## src/rtl/trgf_pkg.sv

```systemverilog
// Shared types and constants of the tape record gap framer.
// Holds result codes, register indexes and the fixed-point scaling constants.
// No dependencies.
package trgf_pkg;

	// Configuration register indexes.
	localparam int unsigned CFG_INDEX_W = 2;
	localparam int unsigned CFG_DATA_W = 14;
	localparam logic [CFG_INDEX_W-1:0] REG_RECORD_ARMED = 2'd0;
	localparam logic [CFG_INDEX_W-1:0] REG_VIDEO_STANDARD = 2'd1;
	localparam logic [CFG_INDEX_W-1:0] REG_EOF_GAP_MS = 2'd2;

	localparam logic [CFG_DATA_W-1:0] EOF_GAP_RESET = 14'd3000;

	// Input beat kinds.
	localparam logic KIND_BYTE = 1'b0;
	localparam logic KIND_FRAME = 1'b1;

	// Video standard codes.
	localparam logic VIDEO_PAL = 1'b0;
	localparam logic VIDEO_NTSC = 1'b1;

	typedef enum logic [1:0] {
		OUT_DATA = 2'd0,
		OUT_REC_END = 2'd1,
		OUT_TAPE_STOP = 2'd2,
		OUT_OVERRUN = 2'd3
	} out_kind_t;

	typedef struct packed {
		out_kind_t out_kind;
		logic [7:0] data_byte;
		logic [15:0] record_gap_ms;
		logic [7:0] byte_index;
		logic [7:0] record_length;
		logic last;
	} result_t;

	// Counter limits.
	localparam logic [11:0] GAP_FRAMES_MAX = 12'd4095;
	localparam logic [9:0] MOTOR_OFF_MAX = 10'd1023;
	localparam logic [11:0] GAP_CLOSE_FRAMES = 12'd2;
	localparam logic [15:0] GAP_MS_MAX = 16'd65535;

	// Gap in ms is frames * lines * 1000 / 15700, which reduces to
	// frames * 3120 / 157 (PAL) or frames * 2620 / 157 (NTSC). It is formed
	// as a multiply by a rounded-up reciprocal and a right shift; the shift
	// is large enough to stay exact for every 12-bit frame count.
	localparam int unsigned GAP_SHIFT = 20;
	localparam int unsigned GAP_K_W = 25;
	localparam logic [GAP_K_W-1:0] GAP_K_PAL =
		GAP_K_W'((64'd3120 * (64'd1 << GAP_SHIFT) + 64'd156) / 64'd157);
	localparam logic [GAP_K_W-1:0] GAP_K_NTSC =
		GAP_K_W'((64'd2620 * (64'd1 << GAP_SHIFT) + 64'd156) / 64'd157);

	// Motor-off frame limit is eof_ms * 157 / 3120 (PAL) or / 2620 (NTSC),
	// exact for every 14-bit setting with this shift.
	localparam int unsigned EOF_SHIFT = 26;
	localparam int unsigned EOF_K_W = 22;
	localparam logic [EOF_K_W-1:0] EOF_K_PAL =
		EOF_K_W'((64'd157 * (64'd1 << EOF_SHIFT) + 64'd3119) / 64'd3120);
	localparam logic [EOF_K_W-1:0] EOF_K_NTSC =
		EOF_K_W'((64'd157 * (64'd1 << EOF_SHIFT) + 64'd2619) / 64'd2620);
	localparam logic [9:0] EOF_LIMIT_RESET = 10'((3000 * 157) / 3120);

endpackage

```

## src/rtl/trgf_if.sv

```systemverilog
// Handshake channels of the tape record gap framer: input beats and results.
// Standalone; no package dependency.
interface trgf_item_if;
	logic valid;
	logic ready;
	logic kind;
	logic [7:0] data_in;
	logic motor_on;
	logic paused;

	modport source(output valid, kind, data_in, motor_on, paused, input ready);
	modport sink(input valid, kind, data_in, motor_on, paused, output ready);
endinterface

interface trgf_result_if;
	logic valid;
	logic ready;
	logic [1:0] out_kind;
	logic [7:0] data_byte;
	logic [15:0] record_gap_ms;
	logic [7:0] byte_index;
	logic [7:0] record_length;
	logic last;

	modport source(output valid, out_kind, data_byte, record_gap_ms, byte_index,
		record_length, last, input ready);
	modport sink(input valid, out_kind, data_byte, record_gap_ms, byte_index,
		record_length, last, output ready);
endinterface

```

## src/rtl/tape_record_gap_framer.sv

```systemverilog
// A beat is registered in the input stage, then processed, and its results are written
// into the result queue, from whose head they are offered on the result channel.
// Throughput: one beat per cycle; a beat that gives two results holds the
// result port for two beats, and input stalls while the 4-entry result queue
// holds more than two results.
// Reset (arst_n low, asynchronous): queue empty, counters zero, tape running.
// Depends on trgf_pkg and the channel interfaces in trgf_if.sv.
module tape_record_gap_framer #(
	parameter int unsigned MAX_RECORD = 132
) (
	input logic clk,
	input logic arst_n,
	trgf_item_if.sink item,
	trgf_result_if.source result,
	input logic cfg_wr_en,
	input logic [trgf_pkg::CFG_INDEX_W-1:0] cfg_index,
	input logic [trgf_pkg::CFG_DATA_W-1:0] cfg_data
);
	import trgf_pkg::*;

	// Record size limit as an 8-bit count, matching the record length fields.
	localparam logic [7:0] MAX_LEN = 8'(MAX_RECORD);
	localparam int unsigned QUEUE_DEPTH = 4;
	localparam int unsigned QPTR_W = $clog2(QUEUE_DEPTH);
	localparam logic [QPTR_W:0] QUEUE_ROOM = (QPTR_W+1)'(QUEUE_DEPTH - 2);

	// Configuration registers. The motor-off frame limit is registered from
	// them in the cycle after a write; an item accepted at the earliest right
	// after the write is only processed later still, so it sees it.
	logic armed_q;
	logic video_q;
	logic [CFG_DATA_W-1:0] eof_q;
	logic [9:0] eof_limit_q;
	logic [CFG_DATA_W+EOF_K_W-1:0] eof_prod;

	always_ff @(posedge clk or negedge arst_n) begin
		if (!arst_n) begin
			armed_q <= 1'b0;
			video_q <= VIDEO_PAL;
			eof_q <= EOF_GAP_RESET;
			eof_limit_q <= EOF_LIMIT_RESET;
		end else begin
			if (cfg_wr_en) begin
				unique case (cfg_index)
					REG_RECORD_ARMED: armed_q <= cfg_data[0];
					REG_VIDEO_STANDARD: video_q <= cfg_data[0];
					REG_EOF_GAP_MS: eof_q <= cfg_data;
					default: ;
				endcase
			end
			eof_limit_q <= eof_prod[EOF_SHIFT +: 10];
		end
	end

	assign eof_prod = (CFG_DATA_W+EOF_K_W)'(eof_q) *
		(CFG_DATA_W+EOF_K_W)'((video_q == VIDEO_NTSC) ? EOF_K_NTSC : EOF_K_PAL);

	// Input register stage. It advances when the result queue has room for
	// the two results that one beat can give at most.
	logic valid_s1;
	logic kind_s1;
	logic [7:0] data_s1;
	logic motor_s1;
	logic paused_s1;
	logic advance;
	logic [QPTR_W:0] count_q;

	assign advance = valid_s1 && (count_q <= QUEUE_ROOM);
	assign item.ready = !valid_s1 || advance;

	always_ff @(posedge clk or negedge arst_n) begin
		if (!arst_n) begin
			valid_s1 <= 1'b0;
		end else if (item.ready) begin
			valid_s1 <= item.valid;
		end
	end

	always_ff @(posedge clk) begin
		if (item.valid && item.ready) begin
			kind_s1 <= item.kind;
			data_s1 <= item.data_in;
			motor_s1 <= item.motor_on;
			paused_s1 <= item.paused;
		end
	end

	// Framer state.
	logic [11:0] gap_q;
	logic [9:0] motor_off_q;
	logic [7:0] open_len_q;
	logic [15:0] gap_ms_q;
	logic running_q;

	logic [11:0] gap_n;
	logic [9:0] motor_off_n;
	logic [9:0] motor_off_inc;
	logic [7:0] open_len_n;
	logic [7:0] open_len_eff;
	logic [15:0] gap_ms_n;
	logic [15:0] gap_ms_eff;
	logic running_n;

	// Gap scaling: frames times a rounded-up reciprocal, shifted down, then
	// saturated to 16 bits.
	logic [12+GAP_K_W-1:0] gap_prod;
	logic [12+GAP_K_W-GAP_SHIFT-1:0] gap_ms_wide;
	logic [15:0] gap_ms_new;

	assign gap_prod = (12+GAP_K_W)'(gap_q) *
		(12+GAP_K_W)'((video_q == VIDEO_NTSC) ? GAP_K_NTSC : GAP_K_PAL);
	assign gap_ms_wide = gap_prod[12+GAP_K_W-1:GAP_SHIFT];
	assign gap_ms_new = (gap_ms_wide > (12+GAP_K_W-GAP_SHIFT)'(GAP_MS_MAX)) ?
		GAP_MS_MAX : gap_ms_wide[15:0];

	assign motor_off_inc = (motor_off_q < MOTOR_OFF_MAX) ? motor_off_q + 10'd1 :
		motor_off_q;

	result_t res_c [2];
	logic [1:0] n_res;

	always_comb begin
		res_c[0] = '0;
		res_c[1] = '0;
		n_res = 2'd0;
		gap_n = gap_q;
		motor_off_n = motor_off_q;
		open_len_n = open_len_q;
		gap_ms_n = gap_ms_q;
		running_n = running_q;
		open_len_eff = open_len_q;
		gap_ms_eff = gap_ms_q;

		if (kind_s1 == KIND_BYTE) begin
			// Bytes count only while the tape runs, recording is armed and
			// the motor turns.
			if (running_q && armed_q && motor_s1) begin
				// A long enough idle run before this byte closes the open
				// record and latches the gap in front of the new one.
				if (gap_q > GAP_CLOSE_FRAMES) begin
					open_len_eff = 8'd0;
					gap_ms_eff = gap_ms_new;
					if (open_len_q != 8'd0) begin
						res_c[0].out_kind = OUT_REC_END;
						res_c[0].record_gap_ms = gap_ms_q;
						res_c[0].record_length = open_len_q;
						n_res = 2'd1;
					end
				end
				gap_ms_n = gap_ms_eff;
				if (open_len_eff >= MAX_LEN) begin
					// Record full: drop the byte and leave the gap count.
					res_c[n_res[0]].out_kind = OUT_OVERRUN;
					res_c[n_res[0]].record_gap_ms = gap_ms_eff;
					res_c[n_res[0]].record_length = open_len_eff;
					open_len_n = open_len_eff;
				end else begin
					gap_n = 12'd0;
					res_c[n_res[0]].out_kind = OUT_DATA;
					res_c[n_res[0]].data_byte = data_s1;
					res_c[n_res[0]].record_gap_ms = gap_ms_eff;
					res_c[n_res[0]].byte_index = open_len_eff;
					open_len_n = open_len_eff + 8'd1;
				end
				n_res = n_res + 2'd1;
			end
		end else if (!paused_s1) begin
			if (motor_s1) begin
				motor_off_n = 10'd0;
				if (running_q && armed_q && (gap_q < GAP_FRAMES_MAX)) begin
					gap_n = gap_q + 12'd1;
				end
			end else if (running_q && (open_len_q != 8'd0)) begin
				motor_off_n = motor_off_inc;
				// Motor off for too long: end of tape. An unarmed recorder
				// discards the open record.
				if (motor_off_inc > eof_limit_q) begin
					res_c[0].out_kind = OUT_TAPE_STOP;
					res_c[0].record_gap_ms = gap_ms_q;
					if (armed_q) begin
						res_c[0].record_length = open_len_q;
						gap_ms_n = gap_ms_new;
					end
					open_len_n = 8'd0;
					running_n = 1'b0;
					motor_off_n = 10'd0;
					n_res = 2'd1;
				end
			end
		end

		if (n_res == 2'd1) begin
			res_c[0].last = 1'b1;
		end else if (n_res == 2'd2) begin
			res_c[1].last = 1'b1;
		end
	end

	always_ff @(posedge clk or negedge arst_n) begin
		if (!arst_n) begin
			gap_q <= '0;
			motor_off_q <= '0;
			open_len_q <= '0;
			gap_ms_q <= '0;
			running_q <= 1'b1;
		end else if (advance) begin
			gap_q <= gap_n;
			motor_off_q <= motor_off_n;
			open_len_q <= open_len_n;
			gap_ms_q <= gap_ms_n;
			running_q <= running_n;
		end
	end

	// Result queue: up to two writes per cycle, one read beat per cycle.
	result_t queue_q [QUEUE_DEPTH];
	logic [QPTR_W-1:0] wr_ptr_q;
	logic [QPTR_W-1:0] rd_ptr_q;
	logic [1:0] push_n;
	logic pop;
	result_t head;

	assign push_n = advance ? n_res : 2'd0;
	assign pop = result.valid && result.ready;
	assign head = queue_q[rd_ptr_q];

	always_ff @(posedge clk) begin
		if (push_n != 2'd0) begin
			queue_q[wr_ptr_q] <= res_c[0];
		end
		if (push_n == 2'd2) begin
			queue_q[wr_ptr_q + QPTR_W'(1)] <= res_c[1];
		end
	end

	always_ff @(posedge clk or negedge arst_n) begin
		if (!arst_n) begin
			wr_ptr_q <= '0;
			rd_ptr_q <= '0;
			count_q <= '0;
		end else begin
			wr_ptr_q <= wr_ptr_q + QPTR_W'(push_n);
			if (pop) begin
				rd_ptr_q <= rd_ptr_q + QPTR_W'(1);
			end
			count_q <= count_q + (QPTR_W+1)'(push_n) - (QPTR_W+1)'(pop);
		end
	end

	assign result.valid = (count_q != '0);
	assign result.out_kind = head.out_kind;
	assign result.data_byte = head.data_byte;
	assign result.record_gap_ms = head.record_gap_ms;
	assign result.byte_index = head.byte_index;
	assign result.record_length = head.record_length;
	assign result.last = head.last;

`ifndef SYNTHESIS
	// The queue never holds more entries than it has.
	assert property (@(posedge clk) disable iff (!arst_n)
		count_q <= (QPTR_W+1)'(QUEUE_DEPTH))
		else $error("result queue overfilled");

	// Once stopped by end of tape, the tape stays stopped until reset.
	assert property (@(posedge clk) disable iff (!arst_n)
		!running_q |=> !running_q)
		else $error("tape restarted without reset");

	// The open record never grows past the size limit.
	assert property (@(posedge clk) disable iff (!arst_n)
		open_len_q <= MAX_LEN)
		else $error("open record exceeds size limit");

	// A processed byte that is recorded restarts the idle frame count.
	assert property (@(posedge clk) disable iff (!arst_n)
		(advance && (kind_s1 == KIND_BYTE) && (n_res != 2'd0) &&
		(res_c[n_res[0] ^ 1'b1].out_kind == OUT_DATA)) |=> (gap_q == 12'd0))
		else $error("gap count not cleared after recorded byte");
`endif

endmodule
```

## src/flat_wrapper.sv

```systemverilog
// flat-port wrapper written by rule: the top's interface ports become plain ports
module tape_record_gap_framer_flat import trgf_pkg::*;
#(
	parameter int unsigned MAX_RECORD = 132
)
  (clk, arst_n, cfg_wr_en, cfg_index, cfg_data, item_valid, item_kind, item_data_in, item_motor_on, item_paused, item_ready, result_valid, result_out_kind, result_data_byte, result_record_gap_ms, result_byte_index, result_record_length, result_last, result_ready);
  trgf_item_if item_i ();
  trgf_result_if result_i ();
  input logic clk;
  input logic arst_n;
  input logic cfg_wr_en;
  input logic [trgf_pkg::CFG_INDEX_W-1:0] cfg_index;
  input logic [trgf_pkg::CFG_DATA_W-1:0] cfg_data;
  input wire logic [$bits(item_i.valid)-1:0] item_valid;
  input wire logic [$bits(item_i.kind)-1:0] item_kind;
  input wire logic [$bits(item_i.data_in)-1:0] item_data_in;
  input wire logic [$bits(item_i.motor_on)-1:0] item_motor_on;
  input wire logic [$bits(item_i.paused)-1:0] item_paused;
  output wire logic [$bits(item_i.ready)-1:0] item_ready;
  output wire logic [$bits(result_i.valid)-1:0] result_valid;
  output wire logic [$bits(result_i.out_kind)-1:0] result_out_kind;
  output wire logic [$bits(result_i.data_byte)-1:0] result_data_byte;
  output wire logic [$bits(result_i.record_gap_ms)-1:0] result_record_gap_ms;
  output wire logic [$bits(result_i.byte_index)-1:0] result_byte_index;
  output wire logic [$bits(result_i.record_length)-1:0] result_record_length;
  output wire logic [$bits(result_i.last)-1:0] result_last;
  input wire logic [$bits(result_i.ready)-1:0] result_ready;
  assign item_i.valid = item_valid;
  assign item_i.kind = item_kind;
  assign item_i.data_in = item_data_in;
  assign item_i.motor_on = item_motor_on;
  assign item_i.paused = item_paused;
  assign item_ready = item_i.ready;
  assign result_valid = result_i.valid;
  assign result_out_kind = result_i.out_kind;
  assign result_data_byte = result_i.data_byte;
  assign result_record_gap_ms = result_i.record_gap_ms;
  assign result_byte_index = result_i.byte_index;
  assign result_record_length = result_i.record_length;
  assign result_last = result_i.last;
  assign result_i.ready = result_ready;
  tape_record_gap_framer #(.MAX_RECORD(MAX_RECORD)) u_core (.clk(clk), .arst_n(arst_n), .item(item_i), .result(result_i), .cfg_wr_en(cfg_wr_en), .cfg_index(cfg_index), .cfg_data(cfg_data));
endmodule
```

## config.mk

```make
export PLATFORM = sky130hd
export DESIGN_NAME = tape_record_gap_framer_flat
export DESIGN_NICKNAME = d
export VERILOG_FILES = /design/src/rtl/trgf_pkg.sv /design/src/rtl/trgf_if.sv /design/src/rtl/tape_record_gap_framer.sv /design/src/flat_wrapper.sv
export SDC_FILE = /design/constraint.sdc
export NUM_CORES = 1
export LEC_CHECK = 0
export BUFFER_PORTS_ARGS = -buffer_cell sky130_fd_sc_hd__buf_4
export CAP_MARGIN = 15
export CORE_MARGIN = 1
export CORE_UTILIZATION = 59
export CTS_CLUSTER_SIZE = 8
export DETAILED_ROUTE_END_ITERATION = 12
export GPL_TIMING_DRIVEN = 0
export HOLD_SLACK_MARGIN = 0.15
export PLACE_DENSITY = 0.8
export SETUP_SLACK_MARGIN = 0.4
export SYNTH_ARGS = -nofsm -noshare
export SYNTH_HDL_FRONTEND = slang
export SYNTH_SLANG_ARGS = --single-unit
```

## constraint.sdc

```tcl
create_clock -name clk -period 16 [get_ports clk]
set_clock_uncertainty 0.1 [all_clocks]
set_input_delay 1.6 -clock clk [delete_from_list [all_inputs] [get_ports clk]]
set_output_delay 1.6 -clock clk [all_outputs]
set_load 0.01 [all_outputs]
```

==> key figures, run 1 <==
CTS
  – TritonCTS buffer count: 39
  – Worst-skew pair later-pin latency: 0.54 ns
  – Setup repair bufs after CTS: 0
  – CTS sink cnt: 264
  – Clk slew on worst S/H paths: 0.05 ns
  – Hold-fix buffer count after cts: 0
  – Number of H-tree levels: 2
  – CTS tree: built
  – Root buffer cell: clkbuf_16
  – Longest Clk Path Bufs: 3
  – Resized cells post-CTS: 0

Route
  – WL/cell: 20.36 um
  – Routed wire length: 60820 um
  – DR pass1 iterations: 6
  – Iteration-0 DRC Markers: 1189
  – Drt via density: 5.753
  – Via count: 17.18k
  – DRT antenna net count: 0
  – Drt drc: 0

Worst setup path
  – Buffer and inverter count on the worst path: 7
  – Critical path's slowest cell: nor4_1
  – Startpoint types: flop
  – Most Frequent Cell on Critical Path: fa_1
  – Crit. End Element: flop
  – Arrival time worst endpoint: 8.24 ns
  – Delay of the slowest critical-path stage: 0.88 ns
  – CP max FO: 10
  – Setup slack, reg-to-reg: 7.87 ns
  – Req. time, crit path: 16.11 ns
  – Worst Setup Path Type: flop to flop
  – CP top delay family: adder cells
  – Critical path, cell by cell: clkbuf_1 > clkbuf_1 > nor2_1 > fa_1 > inv_1 > fa_1 > inv_1 > fa_1 > fa_1 > inv_1 > fa_1 > inv_1 > ha_1 > clkbuf_1 > nand4_1 > or3_1 > nor3_1 > a21oi_1 > xnor2_1 > nor4_1 > o21ai_0

Floorplan
  – Die Area: 43570 um^2
  – # rows: 75
  – Die Height: 208.7 um
  – Ports: 77
  – Die X: 208.7 um
  – Core area: 42040 um^2
  – Initial Utilization: 59.98%

Logic synthesis
  – Syn Area/Cell: 11.11 um^2
  – Mapped Area: 25220 um^2
  – Post-synth EDFFs: 183
  – Distinct cell type count after synthesis: 79
  – Asr flop ratio synth: 30.68%
  – Top_reg_cell synth: edfxtp_1
  – Cells after synthesis: 2270
  – Synth Register Bits: 264
  – Synth warnings: 0
  – Sequential fraction of the synthesis area: 29.89%

Timing
  – RSZ-0062 raised after global routing: no
  – Setup TNS: 0 ns
  – Endpoints failing hold: 0
  – Worst-Margin Slew: 1.036 ns
  – Final Max Tran Viols: 0
  – Achievable Freq: 0.1230 GHz
  – Final setup vio count: 0
  – Tmin final: 8.133 ns
  – Final period utilization: 50.83%
  – Worst slew margin: 30.95%

Global route
  – Global-route wire length before repair: 99100 um
  – Global Route Usage Sum: 29.33%
  – Grt ovf: 0
  – Initial antenna violation count: 1
  – Largest net degree at the start of global routing: 82
  – Vias in the first global route: 18.78k

Layout
  – Post-Layout Cell Count: 2987
  – Layout cells sized above 1: 10.70%
  – Ant. Diodes: 0
  – Most frequent cells in the layout: 449 x inv_1, 317 x fa_1, 249 x ha_1
  – Syn-to-layout area delta: 10.61%
  – Commonest non-fill, non-tap cell in the layout: inv_1
  – Final net count: 3015
  – FILL cells: 3082

Placed design
  – I/O Buffers: 76
  – Hpwl dp: 48330 um
  – Gpl congestion: 0.9412
  – Placed cell count: 2914

Outcome
  – Status: finished clean

Job
  – MaxCap Viol Count: 0

Worst hold path
  – Hold Path Class: flop to flop
worst reg2reg max path: stages, from the launching register on:
cell and delay [ns]:
dfrtp_1 0.51, clkbuf_1 0.60, clkbuf_1 0.56, nor2_1 0.34
fa_1 0.60, inv_1 0.06, fa_1 0.47, inv_1 0.05
fa_1 0.50, fa_1 0.54, inv_1 0.06, fa_1 0.60
inv_1 0.06, ha_1 0.27, clkbuf_1 0.31, nand4_1 0.22
or3_1 0.35, nor3_1 0.15, a21oi_1 0.13, xnor2_1 0.20
nor4_1 0.88, o21ai_0 0.24
layer usage:
layer  part of all wire [%]  vias up  global-route usage (%)
li1                       -     7859                       -
met1                     40     8565                   37.90
met2                     49      636                   49.95
met5                      0        -                       0
met3                    7.6      123                   6.041
met4                    3.0        0                   8.798
final cells by class:
cell class	count	area (um^2)	share of cell area (%)
Multi-Input combinational cell	1507	15820	56.71
Tap cell	539	674.4	2.418
Clock buffer	70	1144	4.100
Timing Repair Buffer	83	711.9	2.552
Clock inverter	2	25.02	0.08972
Sequential cell	264	7537	27.02
Buffer	72	294.0	1.054
Inverter	450	1689	6.056
worst paths after layout:
path,startpoint,endpoint,cells after the start
max reg2reg,u_core.video_q,u_core.queue_q[1][30],21
max in group asynchronous,arst_n,u_core.eof_q[3],2
min,u_core.gap_ms_q[4],u_core.gap_ms_q[4],2
min in group asynchronous,arst_n,u_core.motor_off_q[7],1
max,u_core.video_q,u_core.queue_q[1][30],21
min reg2reg,u_core.gap_ms_q[4],u_core.gap_ms_q[4],2
flip-flops by register name (all words and copies together) (netlist names):
name                flops
u_core.count_q          3
u_core.queue_q        172
u_core.motor_off_q     10
u_core.kind_s1          1
u_core.running_q        1
u_core.open_len_q       8
u_core.gap_ms_q        16
u_core.armed_q          1
u_core.data_s1          8
u_core.eof_limit_q     10
u_core.paused_s1        1
u_core.eof_q           14
u_core.motor_s1         1
u_core.wr_ptr_q         2
u_core.valid_s1         1
u_core.rd_ptr_q         2
u_core.gap_q           12
u_core.video_q          1
through the flow:
stage	util [%]	hold slack, ns	worst slack [ns]	instance area [um^2]
floorplan	-	0.3497	9.045	25300
global placement	63.15	0.3658	6.157	26550
detailed placement	63.50	0.3712	8.051	26700
CTS	66.28	0.3832	8.023	27860
global route	66.35	0.4149	7.599	27890
finish	66.35	0.3803	7.867	27890
Yosys cell counts, drive strengths merged (4+ instances only):
master  instances  area share [%]
or2            16            0.40
and3           31            0.77
buf            13            0.29
fa            317              25
nand3b          5            0.16
nor3           32            0.65
ha            249              12
nor2          123             1.9
nand2b         28            0.69
a21oi          58             1.2
mux2           26             1.2
o211ai          8            0.24
o22ai          22            0.55
o21ai          72             1.5
clkbuf         59            0.88
dfrtp          69             6.8
a211oi          6            0.18
o21bai          4            0.12
o21a            9            0.27
nor3b           5            0.21
and2           51             1.3
o31a            4            0.14
a22o           44             1.5
and4            4            0.14
a21o           25            0.74
nand4          13            0.32
xnor2          28            0.97
nand3          29            0.58
o31ai           6            0.18
nor4           10            0.25
xor2           20            0.69
nand2         122             1.8
nor2b          19            0.47
edfxtp        183              22
dfstp          12             1.3
a31oi           8            0.20
inv           450             6.7
or3            14            0.35
mux4           43             3.8
cell families after synthesis:
kind of cell / Yosys count / synth area share, %
xor+xnor: 48 / 1.667
flops: 264 / 29.89
buf+inv: 522 / 7.864
mux: 70 / 5.041
fa+ha+maj: 566 / 37.52
compound gates: 293 / 7.845
other cells: 2 / 0.02978
simple gates: 505 / 10.14
Power of run 1 is not shown: default switching activity piles up to over one toggle a cycle in this logic, so the estimate is an artifact.
==> run 2: changes to the inputs <==
Clock period 16 ns to 8.2 ns, I/O delays scaled along.
==> run 2 against run 1 <==
Against the previous run: register-to-register slack worse by 7.2 ns; clock-buffer cell count stayed put; fmax is 7.3% higher; first-iteration DRC count is 5.7% higher; worst setup slack worse by 7.2 ns; highest routed layer unchanged; final area hardly changed; non-clock buffer count is 1 higher; sequential cell count stayed put; global-route usage hardly changed; sequential share of layout area hardly changed; final cell count hardly changed; via count is 0.23% lower; critical path type unchanged.
==> key figures, run 2 (synthesis results as in run 1) <==
Layout
  – Ant. Diodes: 0
  – Most frequent cells in the layout: 449 x inv_1, 317 x fa_1, 249 x ha_1
  – Largest register FFs: 172
  – Layout cells sized above 1: 10.86%
  – Final net count: 3016
  – Commonest non-fill, non-tap cell in the layout: inv_1
  – Register with the most flip-flops: u_core.queue_q
  – Post-Layout Cell Count: 2988
  – Biggest regs: u_core.queue_q x172, u_core.gap_ms_q x16, u_core.eof_q x14
  – Syn-to-layout area delta: 10.69%

Global route
  – Global Route Usage Sum: 29.34%
  – Global-route wire length before repair: 99140 um
  – Vias in the first global route: 18.79k
  – Largest net degree at the start of global routing: 82
  – Initial antenna violation count: 1
  – Grt ovf: 0

Worst setup path
  – Crit. End Element: flop
  – Most Frequent Cell on Critical Path: fa_1
  – Worst Setup Path Type: flop to flop
  – Req. time, crit path: 8.44 ns
  – Arrival time worst endpoint: 7.82 ns
  – Critical path, cell by cell: clkbuf_2 > clkbuf_2 > nor2_1 > fa_1 > ha_1 > fa_1 > inv_1 > fa_1 > inv_1 > fa_1 > ha_1 > nand4b_1 > o221ai_1 > o22ai_1 > a21oi_1 > a21oi_1 > xnor2_1 > clkbuf_1 > o21ai_0 > o22ai_1
  – CP max FO: 10
  – CP top delay family: adder cells
  – Delay of the slowest critical-path stage: 0.60 ns
  – Critical path's slowest cell: fa_1
  – Startpoint types: flop
  – Buffer and inverter count on the worst path: 5
  – Setup slack, reg-to-reg: 0.62 ns

Timing
  – Final Max Tran Viols: 0
  – Final setup vio count: 0
  – Worst slew margin: 31.26%
  – Worst-Margin Slew: 1.031 ns
  – RSZ-0062 raised after global routing: no
  – Tmin final: 7.582 ns
  – Achievable Freq: 0.1319 GHz
  – Final period utilization: 92.46%
  – Endpoints failing hold: 0

Route
  – Routed wire length: 60790 um
  – DRT antenna net count: 0
  – Drt via density: 5.737
  – Met1 WL: 24360 um
  – Drt drc: 0
  – DR pass1 iterations: 6
  – Via count: 17.14k
  – DR WL met3: 4516 um
  – WL/cell: 20.34 um
  – DR WL met2: 30140 um
  – Iteration-0 DRC Markers: 1257
  – Top layer in use: met4

Floorplan
  – Die X: 208.7 um
  – Ports: 77
  – Die Height: 208.7 um
  – Core area: 42040 um^2
  – # rows: 75
  – Die Area: 43570 um^2
  – Initial Utilization: 59.98%

Placed design
  – I/O Buffers: 76
  – Gpl congestion: 0.9412
  – Hpwl dp: 48330 um
  – Placed cell count: 2914

CTS
  – TritonCTS buffer count: 39
  – Worst-skew pair later-pin latency: 0.54 ns
  – Longest Clk Path Bufs: 3
  – Root buffer cell: clkbuf_16
  – Clk slew on worst S/H paths: 0.05 ns
  – CTS tree: built
  – Number of H-tree levels: 2
  – CTS sink cnt: 264

Job
  – MaxCap Viol Count: 0

Worst hold path
  – Hold Path Class: input port to flop

Outcome
  – Status: finished clean
## run 2: cell count changes in the layout (fill, tap and decap cells not counted), sizes merged
cell	previous run	this run
dlygate4sd3	0	1
## run 2: timing repair
| action | 4_1_cts | 5_1_grt |
|---|---|---|
| gates cloned | 0 | 0 |
| hold buffers | 0 | 1 |
| setup endpoints to repair | 4 | 76 |
| buffers inserted | 0 | 0 |
| resized for setup | 1 | 7 |
| hold endpoints to repair | 0 | 12 |
## run 2: final timing paths
check,from,endpoint,depth (start not counted)
worst max-delay path,u_core.video_q,u_core.queue_q[1][17],20
min in group asynchronous,arst_n,u_core.motor_off_q[7],2
worst max register to register,u_core.video_q,u_core.queue_q[1][17],20
worst min-delay path,item_data_in[3],u_core.data_s1[3],1
worst min register to register,u_core.gap_ms_q[4],u_core.gap_ms_q[4],2
max in group asynchronous,arst_n,u_core.eof_q[3],3
## run 2: stage by stage
stage / worst slack (ns) / cell area (um^2) / hold WS [ns] / TNS (ns) / util, %
after floorplan: 1.245 / 25300 / 0.3497 / 0 / -
after global placement: -1.643 / 26550 / 0.3658 / -130.39 / 63.15
after detailed placement: 0.2514 / 26700 / 0.3712 / 0 / 63.50
after CTS: 0.3849 / 27870 / 0.3561 / 0 / 66.29
after global routing: 0.4386 / 27910 / 0.3588 / 0 / 66.39
final: 0.6181 / 27910 / 0.3717 / 0 / 66.39
## run 2: cell type report
class	instances	area, um^2
Clock inverter	2	25.02
Buffer	72	297.8
Fill cell	3080	14130
Timing Repair Buffer	84	721.9
Multi-Input combinational cell	1507	15820
Clock buffer	70	1144
Inverter	450	1689
Sequential cell	264	7537
Tap cell	539	674.4
## run 2: worst reg2reg max path: stages, from the launching register on
cell      delay (ns)
dfrtp_1         0.48
clkbuf_2        0.31
clkbuf_2        0.32
nor2_1          0.59
fa_1            0.60
ha_1            0.26
fa_1            0.54
inv_1           0.05
fa_1            0.49
inv_1           0.07
fa_1            0.51
ha_1            0.32
nand4b_1        0.10
o221ai_1        0.54
o22ai_1         0.25
a21oi_1         0.40
a21oi_1         0.19
xnor2_1         0.34
clkbuf_1        0.37
o21ai_0         0.32
o22ai_1         0.25
## run 2: metal layers
metal	vias to the layer above	global-route usage (%)
met2	644	50.00
li1	7867	-
met3	122	6.041
met4	0	8.798
met5	-	0
met1	8510	37.88
Power of run 2 is left out for the same reason.
